===== src/design/rthlp_pkg.sv =====
// ----------------------------------------------------------------------------
// rthlp_pkg: shared definitions for the RGB to hue/luma palette converter
// Fixed-point widths, conversion weights, CORDIC arctangent table, gray bound
// table and hue decision boundaries.
// ----------------------------------------------------------------------------
package rthlp_pkg;

   localparam int COLOR_W   = 8;
   localparam int THRESH_W  = 7;
   localparam int THRESH_NUM = 1 << THRESH_W;
   localparam int HUE_W     = 4;
   localparam int LUMA_W    = 4;

   // Luma in units of 1/255 with 16 fraction bits.
   localparam int YQ_W   = 24;
   localparam int DIFF_W = 25;
   localparam int PROD_W = 42;
   localparam int COMP_W = 25;
   localparam int SQ_W   = 48;
   localparam int CHROMA_W = 49;

   localparam int Y_R_WEIGHT = 19595;
   localparam int Y_G_WEIGHT = 38470;
   localparam int Y_B_WEIGHT = 7471;
   localparam logic signed [17:0] U_COEF = 18'sd32244;
   localparam logic signed [17:0] V_COEF = 18'sd57475;
   localparam int ROUND_SHIFT = 16;

   // CORDIC datapath.
   localparam int CORDIC_W        = 27;
   localparam int ACC_W           = 20;
   localparam int ANGLE_W         = 16;
   localparam int CORDIC_STEPS    = 16;
   localparam int STEP_IDX_W      = 4;
   localparam int STEPS_PER_STAGE = 2;
   localparam int CORDIC_STAGES   = CORDIC_STEPS / STEPS_PER_STAGE;
   // Pre-rotation register, the step stages and the angle rounding register.
   localparam int CORDIC_LAT      = CORDIC_STAGES + 2;
   localparam int GRAY_LAT        = 2;
   localparam int GRAY_DELAY      = CORDIC_LAT - GRAY_LAT;

   localparam logic [ACC_W-1:0] HALF_TURN = ACC_W'(1) << (ACC_W - 1);

   localparam logic [ACC_W-1:0] ATAN_TABLE [CORDIC_STEPS] = '{
      20'd131072, 20'd77376, 20'd40884, 20'd20753, 20'd10417, 20'd5213,
      20'd2607, 20'd1304, 20'd652, 20'd326, 20'd163, 20'd81, 20'd41,
      20'd20, 20'd10, 20'd5
   };

   // Hue entries sorted by angle, and the angle at which each step to the
   // next entry begins. A tie goes to the lower entry number.
   localparam int HUE_NUM = 14;
   localparam int HUE_POS_W = 4;
   localparam logic [HUE_W-1:0] HUE_ORDER [HUE_NUM] = '{
      4'd6, 4'd5, 4'd4, 4'd3, 4'd2, 4'd1, 4'd14,
      4'd13, 4'd12, 4'd11, 4'd10, 4'd9, 4'd8, 4'd7
   };
   localparam logic [ANGLE_W-1:0] HUE_CUT [HUE_NUM-1] = '{
      16'd6144, 16'd10240, 16'd14336, 16'd18432, 16'd22528, 16'd26625,
      16'd30720, 16'd34816, 16'd38912, 16'd45056, 16'd51200, 16'd55296,
      16'd59392
   };

   // Gray bound: floor((t*255*65536)^2 / 250000), reduced by the common
   // factor of sixteen.
   localparam logic [63:0] CHROMA_SCALE = 64'd65025;
   localparam int GRAY_SHIFT = 28;
   localparam logic [63:0] GRAY_DEN = 64'd15625;
   localparam logic [THRESH_W-1:0] GRAY_THRESH_RESET = 7'd50;

   typedef logic [THRESH_NUM-1:0][CHROMA_W-1:0] bound_table_type;

   function automatic bound_table_type gray_bound_table();
      bound_table_type tab;
      logic [63:0] num;
      for (int t = 0; t < THRESH_NUM; t++) begin
         num = (64'(t * t) * CHROMA_SCALE) << GRAY_SHIFT;
         tab[t] = CHROMA_W'(num / GRAY_DEN);
      end
      return tab;
   endfunction

   localparam bound_table_type GRAY_BOUND_TABLE = gray_bound_table();

   typedef struct packed {
      logic signed [COMP_W-1:0] uq;
      logic signed [COMP_W-1:0] vq;
      logic [LUMA_W-1:0]        luma;
   } yuv_type;

   typedef struct packed {
      logic              gray;
      logic [LUMA_W-1:0] luma;
   } side_type;

endpackage


===== src/design/rthlp_cordic.sv =====
// ----------------------------------------------------------------------------
// rthlp_cordic: vectoring CORDIC angle of (U, V)
// A half-turn pre-rotation for the left half plane, sixteen vectoring steps
// two per register stage, and rounding to a 16-bit binary angle.
// ----------------------------------------------------------------------------
module rthlp_cordic (
   input  logic                                clock,
   input  logic                                reset,
   input  logic                                in_valid,
   input  logic signed [rthlp_pkg::COMP_W-1:0] in_x,
   input  logic signed [rthlp_pkg::COMP_W-1:0] in_y,
   output logic                                out_valid,
   output logic [rthlp_pkg::ANGLE_W-1:0]       out_angle
);
   import rthlp_pkg::*;

   logic                       valid_ff [CORDIC_STAGES + 2];
   logic signed [CORDIC_W-1:0] x_ff     [CORDIC_STAGES + 1];
   logic signed [CORDIC_W-1:0] y_ff     [CORDIC_STAGES + 1];
   logic [ACC_W-1:0]           acc_ff   [CORDIC_STAGES + 1];
   logic [ANGLE_W-1:0]         angle_ff;

   logic signed [CORDIC_W-1:0] x_pre, y_pre;

   assign x_pre = CORDIC_W'(in_x);
   assign y_pre = CORDIC_W'(in_y);

   always_ff @(posedge clock) begin
      if (x_pre < 0) begin
         x_ff[0]   <= -x_pre;
         y_ff[0]   <= -y_pre;
         acc_ff[0] <= HALF_TURN;
      end else begin
         x_ff[0]   <= x_pre;
         y_ff[0]   <= y_pre;
         acc_ff[0] <= '0;
      end
   end

   for (genvar g = 0; g < CORDIC_STAGES; g++) begin : g_stage
      logic signed [CORDIC_W-1:0] x_c, y_c, xs_c, ys_c;
      logic [ACC_W-1:0]           a_c;

      // The rotation direction follows the sign of y before each step.
      always_comb begin
         x_c = x_ff[g];
         y_c = y_ff[g];
         a_c = acc_ff[g];
         for (int s = 0; s < STEPS_PER_STAGE; s++) begin
            xs_c = x_c >>> (g * STEPS_PER_STAGE + s);
            ys_c = y_c >>> (g * STEPS_PER_STAGE + s);
            if (!y_c[CORDIC_W-1]) begin
               x_c = x_c + ys_c;
               y_c = y_c - xs_c;
               a_c = a_c + ATAN_TABLE[STEP_IDX_W'(g * STEPS_PER_STAGE + s)];
            end else begin
               x_c = x_c - ys_c;
               y_c = y_c + xs_c;
               a_c = a_c - ATAN_TABLE[STEP_IDX_W'(g * STEPS_PER_STAGE + s)];
            end
         end
      end

      always_ff @(posedge clock) begin
         x_ff[g+1]   <= x_c;
         y_ff[g+1]   <= y_c;
         acc_ff[g+1] <= a_c;
      end
   end

   always_ff @(posedge clock) begin
      angle_ff <= ANGLE_W'((acc_ff[CORDIC_STAGES] + ACC_W'(8)) >> (ACC_W - ANGLE_W));
   end

   always_ff @(posedge clock) begin
      if (reset) begin
         for (int i = 0; i < CORDIC_STAGES + 2; i++) begin
            valid_ff[i] <= 1'b0;
         end
      end else begin
         valid_ff[0] <= in_valid;
         for (int i = 1; i < CORDIC_STAGES + 2; i++) begin
            valid_ff[i] <= valid_ff[i-1];
         end
      end
   end

   assign out_valid = valid_ff[CORDIC_STAGES + 1];
   assign out_angle = angle_ff;

endmodule


===== config.mk =====
export PLATFORM = sky130hd
export DESIGN_NAME = rthlp_cordic
export DESIGN_NICKNAME = d
export VERILOG_FILES = /design/src/design/rthlp_pkg.sv /design/src/design/rthlp_cordic.sv
export SDC_FILE = /design/constraint.sdc
export NUM_CORES = 1
export LEC_CHECK = 0
export ABC_AREA = 1
export ABC_CLOCK_PERIOD_IN_PS = 1100
export BUFFER_PORTS_ARGS = -buffer_cell sky130_fd_sc_hd__buf_2
export CAP_MARGIN = 25
export CORE_UTILIZATION = 28
export DETAILED_ROUTE_END_ITERATION = 8
export HOLD_SLACK_MARGIN = 0.15
export PLACE_DENSITY_LB_ADDON = 0.08
export SLEW_MARGIN = 20
export SYNTH_ARGS = -nofsm -noshare
export SYNTH_HDL_FRONTEND = slang
export SYNTH_SLANG_ARGS = --single-unit
export TNS_END_PERCENT = 10

===== constraint.sdc =====
create_clock -name clock -period 1.1 [get_ports clock]
set_input_delay 0.11 -clock clock [delete_from_list [all_inputs] [get_ports clock]]
set_output_delay 0.11 -clock clock [all_outputs]
set_load 0.05 [all_outputs]

Word-level counts from Yosys, hierarchy flattened
Memory sizes are Yosys's and may differ from the RTL's. Cells that the tools add are included.

Register bits: 16. Input port bits: 53. Memories kept: 4. Logic and storage cells: 160. Bits in writable memories: 676.

Memory list: x_ff (words 9, bits a word 27, read ports 8, clocked after Yosys merged registers in 0, wr ports 9, line rthlp_cordic.sv:18) `logic signed [CORDIC_W-1:0] x_ff [CORDIC_STAGES + 1];`; y_ff (words 9, bits a word 27, read ports 8, clocked after Yosys merged registers in 0, wr ports 9, line rthlp_cordic.sv:19) `logic signed [CORDIC_W-1:0] y_ff [CORDIC_STAGES + 1];`; acc_ff (words 9, bits a word 20, read ports 5, clocked after Yosys merged registers in 0, wr ports 9, line rthlp_cordic.sv:20) `logic [ACC_W-1:0] acc_ff [CORDIC_STAGES + 1];`; valid_ff (words 10, bits a word 1, read ports 10, clocked after Yosys merged registers in 0, wr ports 10, line rthlp_cordic.sv:17) `logic valid_ff [CORDIC_STAGES + 2];`.

Bitwise logic cells: 13. $add $sub $neg: 82. Muxes and demuxes: 59. Magnitude comparators: 1.

Operators by type and width (number): 2-to-1 mux 27 bit (34); 2-to-1 mux 20 bit (9); adder 27 x 12 -> 27 bit (2); adder 27 x 13 -> 27 bit (2); adder 27 x 14 -> 27 bit (2); adder 27 x 15 -> 27 bit (2); adder 27 x 16 -> 27 bit (2); adder 27 x 17 -> 27 bit (2); adder 27 x 18 -> 27 bit (2); adder 27 x 19 -> 27 bit (2); adder 27 x 20 -> 27 bit (2); adder 27 x 21 -> 27 bit (2); adder 27 x 22 -> 27 bit (2); adder 27 x 23 -> 27 bit (2); adder 27 x 24 -> 27 bit (2); adder 27 x 25 -> 27 bit (2); adder 27 x 26 -> 27 bit (2); negation 25 -> 27 bit (2); subtractor 27 x 12 -> 27 bit (2); subtractor 27 x 13 -> 27 bit (2); subtractor 27 x 14 -> 27 bit (2); subtractor 27 x 15 -> 27 bit (2); subtractor 27 x 16 -> 27 bit (2); subtractor 27 x 17 -> 27 bit (2); 31 further kinds (68).

Logic depth before layout (Yosys ltp)
Gate-level depths: netlist (run 1). An unclocked memory read counts as a cell.

Depth in word-level cells: 5. Gate-level depth with buffers: 2. Gate-level depth less buffers: 2.

Worst setup path before layout (run 1)
No wires, ideal clock.

Kind: reg-to-output. Start point: mem valid_ff[9][0], in the netlist valid_ff[0][9]. End point: out out_valid. Arrival: 0.587 ns. Cell stages (with the launch flop): 1. Setup slack: 0.403 ns. Data required time: 0.990 ns. Cell sequence: dfxtp_1.

RTL lines: from (decl) (line rthlp_cordic.sv:17); to (decl) (line rthlp_cordic.sv:12) `output logic out_valid,`.

==> results of run 1 <==
[final cells by class]
type / instances / area share
repair buffers: 5 / 0.08511
flip-flops and latches: 10 / 0.4863
inverters: 10 / 0.09119
well taps: 15 / 0.04559
clock buffers: 3 / 0.05471
multi-input cells: 26 / 0.2371
[synth_stat cells]
master / instances
buf_4: 16
buf_6: 1
conb_1: 1
dfxtp_1: 10
inv_1: 10
nor2_1: 10
[layer usage]
layer,GRT usage,share of wire,wire (um),vias up
li1,-,-,-,112
met5,0,0,0,-
met2,0.09274,0.50,205,18
met1,0.05782,0.37,153,97
met3,0.05000,0.13,52,0
met4,0.07500,0,0,0
[cell families (layout without fill, tap and decap cells)]
group,after synthesis,in the layout,share of synthesized area
buffers and inverters,27,18,0.4116
DFF,10,10,0.4878
and+or+nand+nor,10,10,0.09147
other,1,16,0.009138
[what timing repair did]
action	CTS	global route
hold buffers	2	0
buffers inserted	0	0
endpoints found under the hold margin	10	0
[how the worst max path moves through the flow]
stage	end	cells after the start	start	slack (ns)
after floorplan	out_valid	0	valid_ff[0][9]	0.40
after global placement	out_valid	1	valid_ff[0][9]	0.46
after detailed placement	out_valid	1	valid_ff[0][9]	0.46
after CTS	out_valid	1	valid_ff[0][9]	0.17
after global routing	out_valid	1	valid_ff[0][9]	0.15
final	out_valid	1	valid_ff[0][9]	0.18
[power by group through the flow]
stage          sequential, mW  clock [mW]  combinational (mW)
6_report                0.369       0.237               0.137
5_1_grt                 0.369       0.268               0.146
4_1_cts                 0.369       0.256               0.137
3_5_place_dp            0.377           0               0.131
3_3_place_gp            0.377           0               0.131
2_1_floorplan           0.377           0               0.174
==> flow_summary.json, run 1 <==
{
  "netlist-cell-type-count": 6,
  "seqPwrFrac": 0.497,
  "most-common-layout-cells": "conb_1 (16), inv_1 (10), nor2_1 (10), dfxtp_1 (10)",
  "hp-start": "valid_ff[0][4]",
  "drt_first_pass_iters": 2,
  "setup_tns_ns": 0,
  "ios": 70,
  "dpl_cell_area_um2": 369.1,
  "start_util": 0.3077,
  "cts_resized": 0,
  "cts_tree": "yes",
  "critPathBufInv": 1,
  "timing.rr.end": "valid_ff[0][2]",
  "maxSlewViolCount": 0,
  "nFillCells": 157,
  "clock_latency_ns": 0.26,
  "largest_reg_flops": 10,
  "yosysTopAreaCellShare": 0.4878,
  "clk_path_buf_depth": 2,
  "power_frac_comb": 0.185,
  "whs_path_depth": 2,
  "vias": 227,
  "fmax_mhz": 1091,
  "synth.avg_cell_area_um2": 8.550,
  "arrival_ns": 0.81,
  "drc": 0,
  "vias_per_cell": 3.290,
  "critPathCaptureType": "output port",
  "rsz0062_at_grt": "no",
  "total_power_mw": 0.7431,
  "drtAntennaViolNets": 0,
  "areaGrowthSynthToFinish_pct": 0.3048,
  "clock_power_share": 0.319,
  "sw_frac_of_total": 0.3232,
  "top_regs": "valid_ff: 10 flops",
  "grt_overflow_total": 0,
  "cp_slowest_stage_delay_ns": 0.30,
  "whs_ns": 0.4028,
  "cts-root-buf": "clkbuf_4",
  "p_per_area_mw_per_mm2": 1805,
  "cellLeakagePower_nw": 0.2030,
  "antenna_found_initial": 0,
  "required_ns": 0.99,
  "cp_top_family": "flip-flops",
  "coreArea_mm2": 0.001334,
  "grt_max_degree": 11,
  "ir_drop_mv": 0.4842,
  "grt_pass1_vias": 178,
  "clkTransAtPathRegs_ns": 0.06,
  "wl_per_cell_um": 5.942,
  "io_buffers": 3,
  "die_w_um": 40.29,
  "intPower_mw": 0.5029,
  "synth-seq-cells": 10,
  "r2r_start": "valid_ff[0][1]",
  "cpMaxStageDelayCell": "dfxtp_1",
  "seqCellArea_um2": 200.2,
  "reg2reg_depth": 2,
  "yosys-top-cells-area": "dfxtp_1 (49%), buf_4 (29%), inv_1 (9.1%)",
  "finalNetCount": 109,
  "postLayoutCellArea_um2": 411.6,
  "fin_crit_sh": 0.8330,
  "p_sw_mw": 0.2401,
  "dieArea_mm2": 0.001623,
  "grt_pass1_wl_um": 607,
  "pre_cts_slack_ns": 0.4593,
  "n_antenna_cell": 0,
  "yosysTopAreaCell": "dfxtp_1",
  "gp_congestion": 0.5914,
  "status": "finished clean",
  "routed_wl_um": 410,
  "drive_gt1_frac": 0.1111,
  "final.setup_skew_ns": 0.005008,
  "period_minus_slack_ns": 0.9163,
  "netlist_instances": 48,
  "crit_fanout": 1,
  "netlist_area_um2": 410.4,
  "layout_commonest_cell": "conb_1",
  "ff2ff_setup_slack_ns": 0.61,
  "cts_sinks": 10,
  "setup-violations-final": 0,
  "num_rows": 13,
  "crit_type": "reg -> out",
  "yosysSeqAreaShare": 0.4878,
  "min_path_type": "reg -> reg",
  "finalHoldViolCount": 0,
  "h-tree-depth": 1,
  "layoutNonFillerInstCount": 69,
  "place_hpwl_um": 293.3,
  "start_kind": "flip-flop",
  "grt_usage": 0.06697,
  "worstPathCellList": "buf_2",
  "hold_end": "valid_ff[0][5]",
  "floorplan.die.height_um": 40.29,
  "yosysWarningCount": 0,
  "setup_ws_ns": 0.1837,
  "cts_made_buffers": 3,
  "largest-register": "valid_ff",
  "dp.cells": 64,
  "first_iter_violations": 2,
  "cap_viol_max_count": 0,
  "multi_input_area_um2": 97.59,
  "postLayoutCoreUtil": 0.3086
}
No activity file was read; power rests on OpenSTA's default activity.
==> run 2: changes to the inputs <==
Settings changed: ABC_CLOCK_PERIOD_IN_PS 1100 to 900, CORE_UTILIZATION 28 to 26.
Clock period 1.1 ns to 0.9 ns, I/O delays scaled along.
==> flow_summary.json, run 2 (synthesis results as in run 1) <==
{
  "status": "finished clean",
  "ir_drop_mv": 1.179,
  "period_minus_slack_ns": 0.8315,
  "arrival_ns": 0.74,
  "finalNetCount": 109,
  "maxSlewViolCount": 0,
  "ff2ff_setup_slack_ns": 0.42,
  "rsz0062_at_grt": "no",
  "coreArea_mm2": 0.001383,
  "grt_overflow_total": 0,
  "largest_reg_flops": 10,
  "areaGrowthSynthToFinish_pct": 0.9145,
  "grt_pass1_vias": 184,
  "crit_fanout": 1,
  "setup-violations-final": 0,
  "crit_type": "reg -> out",
  "worstPathCellList": "buf_4",
  "pre_cts_slack_ns": 0.2836,
  "gp_congestion": 0.5234,
  "drtAntennaViolNets": 0,
  "n_antenna_cell": 0,
  "start_util": 0.2968,
  "cts-root-buf": "clkbuf_4",
  "largest-register": "valid_ff",
  "ios": 70,
  "antenna_found_initial": 0,
  "postLayoutCoreUtil": 0.2995,
  "die_w_um": 41.73,
  "cp_top_family": "flip-flops",
  "layout_commonest_cell": "conb_1",
  "finalHoldViolCount": 0,
  "dieArea_mm2": 0.001741,
  "setup_tns_ns": 0,
  "grt_usage": 0.06115,
  "routed_wl_um": 408,
  "setup_ws_ns": 0.06845,
  "top_regs": "valid_ff: 10 flops",
  "drc": 0,
  "cts_sinks": 10,
  "drive_gt1_frac": 0.1111,
  "min_path_type": "reg -> reg",
  "fin_crit_sh": 0.9239,
  "fmax_mhz": 1203,
  "nFillCells": 154,
  "floorplan.die.height_um": 41.73,
  "critPathCaptureType": "output port",
  "cts_made_buffers": 3,
  "h-tree-depth": 1,
  "clock_latency_ns": 0.25,
  "grt_max_degree": 11,
  "clk_path_buf_depth": 2,
  "start_kind": "flip-flop",
  "required_ns": 0.81,
  "final.setup_skew_ns": 0.0005408,
  "cts_tree": "yes",
  "vias": 222,
  "most-common-layout-cells": "conb_1 (16), inv_1 (10), nor2_1 (10), dfxtp_1 (10), clkbuf_4 (3)",
  "critPathBufInv": 1,
  "drt_first_pass_iters": 2,
  "postLayoutCellArea_um2": 414.1,
  "dpl_cell_area_um2": 369.1,
  "grt_pass1_wl_um": 710,
  "io_buffers": 3,
  "p_per_area_mw_per_mm2": 2190,
  "cp_slowest_stage_delay_ns": 0.30,
  "cellLeakagePower_nw": 0.2028,
  "num_rows": 13,
  "first_iter_violations": 6,
  "cpMaxStageDelayCell": "dfxtp_1",
  "cap_viol_max_count": 0,
  "clkTransAtPathRegs_ns": 0.06,
  "vias_per_cell": 3.217,
  "wl_per_cell_um": 5.913,
  "post-cts-setup-buffer-count": 0
}
-- run 2: changes by cell type in the layout (fill, tap and decap cells not counted) --
| cell | change |
|---|---|
| buf_4 | +1 |
| buf_2 | -1 |
-- run 2: cell type report --
| class | count | area, um2 | share of cell area |
|---|---|---|---|
| inverter | 10 | 37.54 | 0.09063 |
| sequential | 10 | 200.2 | 0.4834 |
| multi-input combinational | 26 | 97.59 | 0.2356 |
| timing repair buffer | 5 | 37.54 | 0.09063 |
| clock buffer | 3 | 22.52 | 0.05438 |
| tap | 15 | 18.77 | 0.04532 |
-- run 2: stage by stage --
stage                     hold slack [ns]  cells  total power [mW]
after global routing               0.4157     69            0.9625
after global placement             0.3032     64            0.6221
final                              0.4018     69            0.9068
after floorplan                    0.1970     63            0.6741
after CTS                          0.4022     69            0.9256
after detailed placement           0.3019     64            0.6219
-- run 2: path summary, 6_finish.rpt --
path	to	from	depth (start not counted)
max reg2reg	valid_ff[0][6]	valid_ff[0][5]	2
max	out_valid	valid_ff[0][9]	1
min	valid_ff[0][3]	valid_ff[0][2]	2
min reg2reg	valid_ff[0][3]	valid_ff[0][2]	2
-- run 2: what timing repair did --
item | 4_1_cts | 5_1_grt
hold buffers | 2 | 0
setup endpoints to repair | 1 | 0
resized for setup | 1 | 0
endpoints found under the hold margin | 10 | 0
-- run 2: report_power, final --
| part | switching [mW] | internal (mW) | total [mW] |
|---|---|---|---|
| combinational | 0.156 | 0.0116 | 0.168 |
| clock | 0.134 | 0.154 | 0.288 |
| sequential | 0.00160 | 0.450 | 0.451 |
| total | 0.292 | 0.615 | 0.907 |
-- run 2: layer usage --
| layer | wire (um) | GRT usage | vias to the layer above |
|---|---|---|---|
| li1 | - | - | 114 |
| met1 | 184 | 0.05305 | 90 |
| met2 | 180 | 0.09375 | 18 |
| met3 | 42 | 0.06522 | 0 |
| met4 | 0 | 0.01935 | 0 |
| met5 | 0 | 0 | - |
==> run 3: changes to the inputs <==
Settings changed: ABC_AREA 1 to default, CORE_UTILIZATION 26 to 25.
==> flow_summary.json, run 3 <==
{
  "largest-register": "valid_ff",
  "drtAntennaViolNets": 0,
  "netlist_instances": 37,
  "startpoint": "valid_ff[0][9]",
  "dieArea_mm2": 0.001708,
  "floorplan.die.height_um": 41.33,
  "endpoint": "out_valid",
  "ios": 70,
  "coreArea_mm2": 0.001366,
  "critPathCaptureType": "output port",
  "grt-busiest-layer": "met2",
  "use_met1": 0.06149,
  "fin_crit_sh": 0.9162,
  "gp_congestion": 0.5224,
  "reg2reg_depth": 1,
  "arrival_ns": 0.73,
  "ys_async_sr_fraction": 0,
  "h-tree-depth": 1,
  "grt_overflow_total": 0,
  "synthAdderAreaFrac": 0,
  "yosysTopAreaCell": "dfxtp_1",
  "synth-compound-area-share": 0,
  "synth-edff-count": 0,
  "min_path_type": "reg -> reg",
  "start_util": 0.2830,
  "cp_slowest_stage_delay_ns": 0.32,
  "p_per_area_mw_per_mm2": 2412,
  "clock_latency_ns": 0.26,
  "wl_per_cell_um": 6.550,
  "drive_gt1_frac": 0.1556,
  "most-common-layout-cells": "conb_1 (16), nor2b_1 (10), dfxtp_1 (10)",
  "rsz0062_at_grt": "no",
  "cellLeakagePower_nw": 0.1988,
  "num_rows": 13,
  "grt_use_met2": 0.08594,
  "period_minus_slack_ns": 0.8246,
  "grt_max_degree": 11,
  "routed_wl_um": 393,
  "drc": 0,
  "postLayoutCoreUtil": 0.3068,
  "antenna_found_initial": 0,
  "r2r_start": "valid_ff[0][6]",
  "setup_tns_ns": 0,
  "yosys-top-cells-area": "dfxtp_1 (52%), buf_4 (31%), nor2b_1 (16%)",
  "timing.rr.end": "valid_ff[0][7]",
  "finalHoldViolCount": 0,
  "post-cts-setup-buffer-count": 0,
  "worstPathCellList": "buf_6",
  "cts_made_buffers": 3,
  "critPathBufInv": 1,
  "crit_cells": 1,
  "cts_tree": "yes",
  "layout_commonest_cell": "conb_1",
  "yosys_most_used_dff": "dfxtp_1",
  "top_regs": "valid_ff: 10 flops",
  "status": "finished clean",
  "gr-usage-met3": 0.04787,
  "synth_top_family_by_area": "buffers and inverters",
  "synth-seq-cells": 10,
  "yosysSeqAreaShare": 0.5178,
  "layoutNonFillerInstCount": 60,
  "clk_path_buf_depth": 2,
  "vias_per_cell": 3.167,
  "maxSlewViolCount": 0,
  "start_kind": "flip-flop",
  "grt_usage": 0.06548,
  "cap_viol_max_count": 0,
  "yosysWarningCount": 0,
  "io_buffers": 3,
  "finalNetCount": 99,
  "ir_drop_mv": 1.076,
  "cts-root-buf": "clkbuf_4",
  "setup-violations-final": 0,
  "drt_first_pass_iters": 2,
  "die_w_um": 41.33,
  "vias": 190,
  "cts_sinks": 10,
  "fmax_mhz": 1213,
  "muxShareOfSynthArea": 0,
  "yosys.area_share.simple": 0.1618,
  "ff2ff_setup_slack_ns": 0.38,
  "crit_fanout": 1,
  "clkTransAtPathRegs_ns": 0.06,
  "synth_most_common_cell": "buf_4",
  "grt_pass1_wl_um": 621,
  "netlist_area_um2": 386.6,
  "required_ns": 0.81,
  "total_power_mw": 1.011,
  "n_antenna_cell": 0,
  "areaGrowthSynthToFinish_pct": 8.414,
  "crit_type": "reg -> out",
  "synthTopCellsByCount": "buf_4 (16), dfxtp_1 (10), nor2b_1 (10)",
  "yosysTopAreaCellShare": 0.5178,
  "cp_top_family": "flip-flops",
  "final.setup_skew_ns": 0.0004142,
  "dp.cells": 54,
  "grt_pass1_vias": 158,
  "largest_reg_flops": 10,
  "cpMaxStageDelayCell": "dfxtp_1",
  "netlist-cell-type-count": 4,
  "synth_xor_area_frac": 0,
  "synth.avg_cell_area_um2": 10.45,
  "first_iter_violations": 2
}
## run 3: cell types whose count changed in the layout (fill, tap and decap cells not counted)
| cell | before | now |
|---|---|---|
| buf_6 | 0 | 1 |
| nor2_1 | 10 | 0 |
| nor2b_1 | 0 | 10 |
| buf_4 | 1 | 0 |
| inv_1 | 10 | 0 |
| clkbuf_8 | 0 | 1 |
## run 3: through the flow
stage	area (um2)	hold slack (ns)	worst slack [ns]
after floorplan	442.9	0.1616	0.2227
after global placement	356.6	0.3021	0.2765
after detailed placement	356.6	0.3137	0.2805
after CTS	415.4	0.4399	0.04498
after global routing	419.2	0.4580	0.01178
final	419.2	0.4360	0.07538
## run 3: kinds of logic after synthesis
group                  count (synthesis)
buffers and inverters                 16
flip-flops                            10
other                                  1
AND/OR/NAND/NOR                       10
## run 3: per-layer routing
layer / vias to the layer above / wire (um)
li1: 95 / -
met1: 79 / 170
met2: 16 / 182
met3: 0 / 39
met4: 0 / 0
met5: - / 0
## run 3: what timing repair did
action	4_1_cts	5_1_grt
hold endpoints to repair	10	0
gates resized for setup	1	1
hold buffers	2	0
cloned	0	0
endpoints found under the setup margin	1	1
## run 3: worst min-delay path by stage
stage | start | to | slack [ns] | depth (start not counted)
after floorplan | reset | valid_ff[0][0] | 0.16 | 1
after global placement | in_valid | valid_ff[0][0] | 0.30 | 2
after detailed placement | in_valid | valid_ff[0][0] | 0.31 | 2
after CTS | valid_ff[0][3] | valid_ff[0][4] | 0.44 | 1
after global routing | valid_ff[0][3] | valid_ff[0][4] | 0.46 | 1
final | valid_ff[0][8] | valid_ff[0][9] | 0.44 | 1
## run 3: layout make-up
| type | count | area, um2 |
|---|---|---|
| Multi-Input combinational cell | 26 | 122.6 |
| Clock buffer | 4 | 36.28 |
| Sequential cell | 10 | 200.2 |
| Tap cell | 15 | 18.77 |
| Fill cell | 151 | 947.2 |
| Timing Repair Buffer | 5 | 41.29 |
## run 3: report_power, final
part,internal (mW),total [mW],leakage [nW],switching [mW]
Combinational,0.0126,0.167,0.0967,0.154
Sequential,0.449,0.450,0.0811,0.00113
Clock,0.245,0.393,0.0210,0.148
